===== src/hw/rtl/ffsa_pkg.sv =====
// ----------------------------------------------------------------------------
// ffsa_pkg: shared types for the first-fit span allocator
// Holds the controller/datapath command and status structs.
// ----------------------------------------------------------------------------
package ffsa_pkg;

  localparam int unsigned TotalBits = 48;

  typedef struct packed {
    logic start_req;   // latch request, compute rounded size
    logic rd_span;     // issue span memory read at walk index
    logic chk_alloc;   // evaluate alloc candidate from read data
    logic chk_merge;   // evaluate merge candidate
    logic chk_empty;   // evaluate empty slot candidate
    logic do_take;     // write shrunk span
    logic do_open;     // open new block
    logic do_merge;    // write merged span
    logic do_insert;   // write new span
    logic clr_used;    // clear used bit at walk index (set it at slot 0)
    logic step;        // advance walk index
    logic rst_idx;     // zero walk index
    logic finish;      // build result
    logic [1:0] fin_status;
  } ffsa_cmd_t;

  typedef struct packed {
    logic is_free;
    logic bad_type;
    logic bad_block;
    logic hit;         // candidate check found a match
    logic idx_last;    // walk index at last slot
    logic blk_skip;    // current block not eligible for alloc
    logic have_slot;   // a closed block slot exists
  } ffsa_sts_t;

  localparam logic [1:0] StOk      = 2'd0;
  localparam logic [1:0] StNoBlock = 2'd1;
  localparam logic [1:0] StFull    = 2'd2;

endpackage


===== src/hw/rtl/ffsa_ctrl.sv =====
// ----------------------------------------------------------------------------
// ffsa_ctrl: request sequencer
// Walks the span memory one slot per step for the alloc, merge and insert
// searches and issues datapath commands.
// ----------------------------------------------------------------------------
module ffsa_ctrl
  import ffsa_pkg::*;
(
  input  logic      clk_i,
  input  logic      rst_ni,
  input  logic      in_valid_i,
  output logic      in_stall_o,
  output logic      out_valid_o,
  input  logic      out_stall_i,
  input  ffsa_sts_t sts_i,
  output ffsa_cmd_t cmd_o
);

  typedef enum logic [3:0] {
    S_IDLE, S_DECODE, S_ARD, S_ACHK, S_OPEN, S_MRD, S_MCHK, S_ERD, S_ECHK,
    S_CLR, S_OUT
  } state_e;

  state_e state_q, state_d;
  logic   out_valid_q, out_valid_d;

  assign out_valid_o = out_valid_q;
  assign in_stall_o  = (state_q != S_IDLE) || out_valid_q;

  always_comb begin
    state_d     = state_q;
    out_valid_d = out_valid_q;
    cmd_o       = '0;
    if (out_valid_q && !out_stall_i) begin
      out_valid_d = 1'b0;
    end
    unique case (state_q)
      S_IDLE: begin
        if (in_valid_i && !out_valid_q) begin
          cmd_o.start_req = 1'b1;
          state_d = S_DECODE;
        end
      end
      S_DECODE: begin
        cmd_o.rst_idx = 1'b1;
        if (sts_i.bad_type) begin
          cmd_o.finish = 1'b1;
          cmd_o.fin_status = sts_i.is_free ? StOk : StNoBlock;
          state_d = S_OUT;
        end else if (sts_i.is_free) begin
          if (sts_i.bad_block) begin
            cmd_o.finish = 1'b1;
            cmd_o.fin_status = StOk;
            state_d = S_OUT;
          end else begin
            state_d = S_MRD;
          end
        end else begin
          state_d = S_ARD;
        end
      end
      S_ARD: begin
        if (sts_i.blk_skip) begin
          if (sts_i.idx_last) begin
            state_d = S_OPEN;
          end else begin
            cmd_o.step = 1'b1;
          end
        end else begin
          cmd_o.rd_span = 1'b1;
          state_d = S_ACHK;
        end
      end
      S_ACHK: begin
        cmd_o.chk_alloc = 1'b1;
        if (sts_i.hit) begin
          cmd_o.do_take = 1'b1;
          cmd_o.finish = 1'b1;
          cmd_o.fin_status = StOk;
          state_d = S_OUT;
        end else if (sts_i.idx_last) begin
          state_d = S_OPEN;
        end else begin
          cmd_o.step = 1'b1;
          state_d = S_ARD;
        end
      end
      S_OPEN: begin
        cmd_o.rst_idx = 1'b1;
        if (sts_i.have_slot) begin
          cmd_o.do_open = 1'b1;
          state_d = S_CLR;
        end else begin
          cmd_o.finish = 1'b1;
          cmd_o.fin_status = StNoBlock;
          state_d = S_OUT;
        end
      end
      S_CLR: begin
        cmd_o.clr_used = 1'b1;
        if (sts_i.idx_last) begin
          cmd_o.finish = 1'b1;
          cmd_o.fin_status = StOk;
          state_d = S_OUT;
        end else begin
          cmd_o.step = 1'b1;
        end
      end
      S_MRD: begin
        cmd_o.rd_span = 1'b1;
        state_d = S_MCHK;
      end
      S_MCHK: begin
        cmd_o.chk_merge = 1'b1;
        if (sts_i.hit) begin
          cmd_o.do_merge = 1'b1;
          cmd_o.finish = 1'b1;
          cmd_o.fin_status = StOk;
          state_d = S_OUT;
        end else if (sts_i.idx_last) begin
          cmd_o.rst_idx = 1'b1;
          state_d = S_ERD;
        end else begin
          cmd_o.step = 1'b1;
          state_d = S_MRD;
        end
      end
      S_ERD: begin
        state_d = S_ECHK;
      end
      S_ECHK: begin
        cmd_o.chk_empty = 1'b1;
        if (sts_i.hit) begin
          cmd_o.do_insert = 1'b1;
          cmd_o.finish = 1'b1;
          cmd_o.fin_status = StOk;
          state_d = S_OUT;
        end else if (sts_i.idx_last) begin
          cmd_o.finish = 1'b1;
          cmd_o.fin_status = StFull;
          state_d = S_OUT;
        end else begin
          cmd_o.step = 1'b1;
          state_d = S_ERD;
        end
      end
      S_OUT: begin
        out_valid_d = 1'b1;
        state_d = S_IDLE;
      end
      default: state_d = S_IDLE;
    endcase
  end

  always_ff @(posedge clk_i or negedge rst_ni) begin
    if (!rst_ni) begin
      state_q     <= S_IDLE;
      out_valid_q <= 1'b0;
    end else begin
      state_q     <= state_d;
      out_valid_q <= out_valid_d;
    end
  end

endmodule


===== config.mk =====
export PLATFORM = sky130hd
export DESIGN_NAME = ffsa_ctrl
export DESIGN_NICKNAME = d
export VERILOG_FILES = /design/src/hw/rtl/ffsa_pkg.sv /design/src/hw/rtl/ffsa_ctrl.sv
export SDC_FILE = /design/constraint.sdc
export NUM_CORES = 1
export LEC_CHECK = 0
export ABC_AREA = 1
export BUFFER_PORTS_ARGS = -buffer_cell sky130_fd_sc_hd__buf_2
export CORE_AREA = 2 2 39 41
export CTS_BUF_LIST = sky130_fd_sc_hd__clkbuf_16
export CTS_CLUSTER_SIZE = 20
export DETAILED_ROUTE_END_ITERATION = 10
export DIE_AREA = 0 0 41 43
export PLACE_DENSITY = 0.86
export SLEW_MARGIN = 20
export SYNTH_ARGS = -nofsm -noshare
export SYNTH_HDL_FRONTEND = slang
export SYNTH_SLANG_ARGS = --single-unit

===== constraint.sdc =====
create_clock -name clk_i -period 1.7 [get_ports clk_i]
set_clock_uncertainty 0.2 [all_clocks]
set_input_delay 0.34 -clock clk_i [delete_from_list [all_inputs] [get_ports clk_i]]
set_output_delay 0.34 -clock clk_i [all_outputs]
set_load 0.02 [all_outputs]

==> metrics <==
run status=finished with violations; failing checks=setup timing; Post-Syn Nets=roughly 120; Worst Path Required=1.16 ns; most area-hungry cell type in the Yosys netlist=nand2_1; post-layout min period=roughly 2.1 ns; Nets=between 150 and 200; Starting Density=41.0%; Antenna Diode Count=0; Slew headroom=between 70% and 80%; layout cells sized above 1=a little over half; Max-Cap Viols=0; Synth cell types=10; worst setup margin=-0.388 ns; top area cells in the synthesized netlist=nand2_1, dfrtp_1, nor2_1; Final Hold Fails=0; Core Box Area=approximately 1400 um^2; Top Ports=28; Placed Cells=around 180; cell area after layout=around 1200 um^2; post-synth top area share=between 20% and 30%; port bufs=27; TritonCTS Buffers=3; Die Y=~43 um; Yosys reg bits=5; GP Congestion=slightly above 1; Final HPWL DP=roughly 1.6 mm; Post-Synthesis Cells=around 110; Cell Pwr Density=~2100 nW/um^2; unrepaired setup endpoints after global routing=yes; Final Max Tran Viols=0; Post-Syn Area=approximately 570 um^2; Worst-Skew Late Latency=0.24 ns; r2r startpoint=state_q[1]; crit path from=state_q[1]; Setup Viol. Count Final=18; post-synthesis sequential area ratio=~22%; clk slew on worst S/H paths=approximately 0.040 ns; Routed WL=3.66 mm; FP Rows=14; Hold WC Path Type=input port to register; vias in the first global route=959; WP data arrival=1.55 ns; drt drc=0; clock sink count=5; Die Wd=a little over 40 um; hold_sp=out_stall_i; standby leakage power=approximately 0.72 nW; CTS tree=yes; Tcrit/Tclk final=123%; Tot GR Track Use=a little under two fifths; root buffer cell=clkbuf_16; via count=approximately 1100; WL/cell=slightly below 20 um; Syn. warnings=0; Worst Max-Slew Pin Slew=around 0.44 ns; Die ar.=1760 um^2; Avg Inst Size Synth=between 5 and 6 um^2; largest net degree at the start of global routing=7; initial antenna violation count=0; final setup TNS=-4.89 ns; CTS Buffer Depth=2; CP endpoint kind=primary output; global-route wire length before repair=roughly 4.4 mm; placed instance area=about 910 um^2; Routed Antenna Nets=0; DR pass1 iterations=5; Peak VDD IR=~0.0011 V; Worst setup SP type=register; via/cell ratio=between 6 and 7; Crit Path Class=register to primary output; fin cells=between 150 and 200; CTS H-tree lvls=1; CP max FO=4; Fmax=between 0.4 and 0.5 GHz; Syn-to-layout area delta=115%; Iteration-0 DRC Markers=just over 80; gr ovfl total=0
## synthesized netlist by cell type
cell and number:
nor2_1 21, dfrtp_1 5, inv_1 20, a21oi_1 3, o21ai_0 5, nor3_1 2, nand2_1 39, nand3_1 11
nand4_1 3, nor2_2 3
## power by group
| group | leakage, nW | switching, mW | internal, mW |
|---|---|---|---|
| Combinational | 0.613 | 1.09 | 0.785 |
| Clock | 0.0423 | 0.103 | 0.307 |
| Sequential | 0.0608 | 0.116 | 0.183 |
## routing by layer
layer	up-vias	GRT usage [%]	routed length, um
met3	39	13.6	404
met1	523	43.0	1220
li1	474	-	-
met4	0	27.3	276
met2	108	54.1	1760
met5	-	0	0
## sequential cells by signal (all words and copies together), names as in the netlist
| register | flops |
|---|---|
| state_q | 4 |
| out_valid_o | 1 |
## through the flow
| step | setup WS (ns) | hold slack (ns) | power (mW) | util, % |
|---|---|---|---|---|
| after floorplan | -0.0566 | -0.156 | 0.967 | - |
| after global placement | -0.112 | -0.0429 | 1.50 | 65.6 |
| after detailed placement | -0.175 | -0.0434 | 1.52 | 65.6 |
| after CTS | -0.281 | 0.168 | 2.15 | 79.7 |
| after global routing | -0.506 | 0.188 | 2.71 | 88.2 |
| final | -0.388 | 0.178 | 2.58 | 88.2 |
## logic make-up after synthesis
| kind of cell | synth area share [%] |
|---|---|
| and+or+nand+nor | 57.7 |
| buffers and inverters | 13.2 |
| AOI/OAI and AO/OA | 7.05 |
| DFF | 22.0 |
## worst max-delay path, stage by stage, from the launching register on
cell	delay, ns
dfrtp_2	0.45
nor2_2	0.17
inv_2	0.08
nor2_4	0.17
nand2_2	0.08
o21ai_2	0.07
inv_1	0.07
nand4_1	0.07
buf_4	0.15
## cells in the final DEF, fill, tap and decap left out, types with 3 or more instances in the layout
| master | count |
|---|---|
| buf_2 | 15 |
| clkbuf_16 | 3 |
| a21oi_1 | 3 |
| nand4_1 | 3 |
| nand2_2 | 7 |
| nor2_1 | 13 |
| inv_2 | 4 |
| dfrtp_2 | 3 |
| buf_6 | 8 |
| nor2_4 | 9 |
| buf_4 | 34 |
| inv_1 | 15 |
| nand2_1 | 30 |
| nand3_1 | 9 |
## path summary, 6_finish.rpt
check | end | slack, ns | depth (start not counted)
min in group asynchronous | state_q[1] | 0.27 | 2
worst max register to register | state_q[0] | -0.18 | 10
max in group asynchronous | state_q[3] | 0.88 | 2
worst max-delay path | cmd_o[2] | -0.39 | 8
worst min register to register | out_valid_o | 0.43 | 2
worst min-delay path | out_valid_o | 0.18 | 3
## area by class of cell
type | instances | area, um^2
clock buffers | 3 | 75.1
clock inverters | 1 | 3.75
fillers | 64 | 163
inverters | 20 | 80.1
multi-input cells | 87 | 483
flip-flops and latches | 5 | 129
well taps | 16 | 20.0
repair buffers | 58 | 430
## repair_timing
action,in CTS,in global routing
gates resized for setup,26,31
setup endpoints to repair,16,19
endpoints found under the hold margin,5,0
pin swaps,5,5
setup buffers,6,3
hold buffers,1,0
Note: power is estimated with default switching activity, not from simulation.
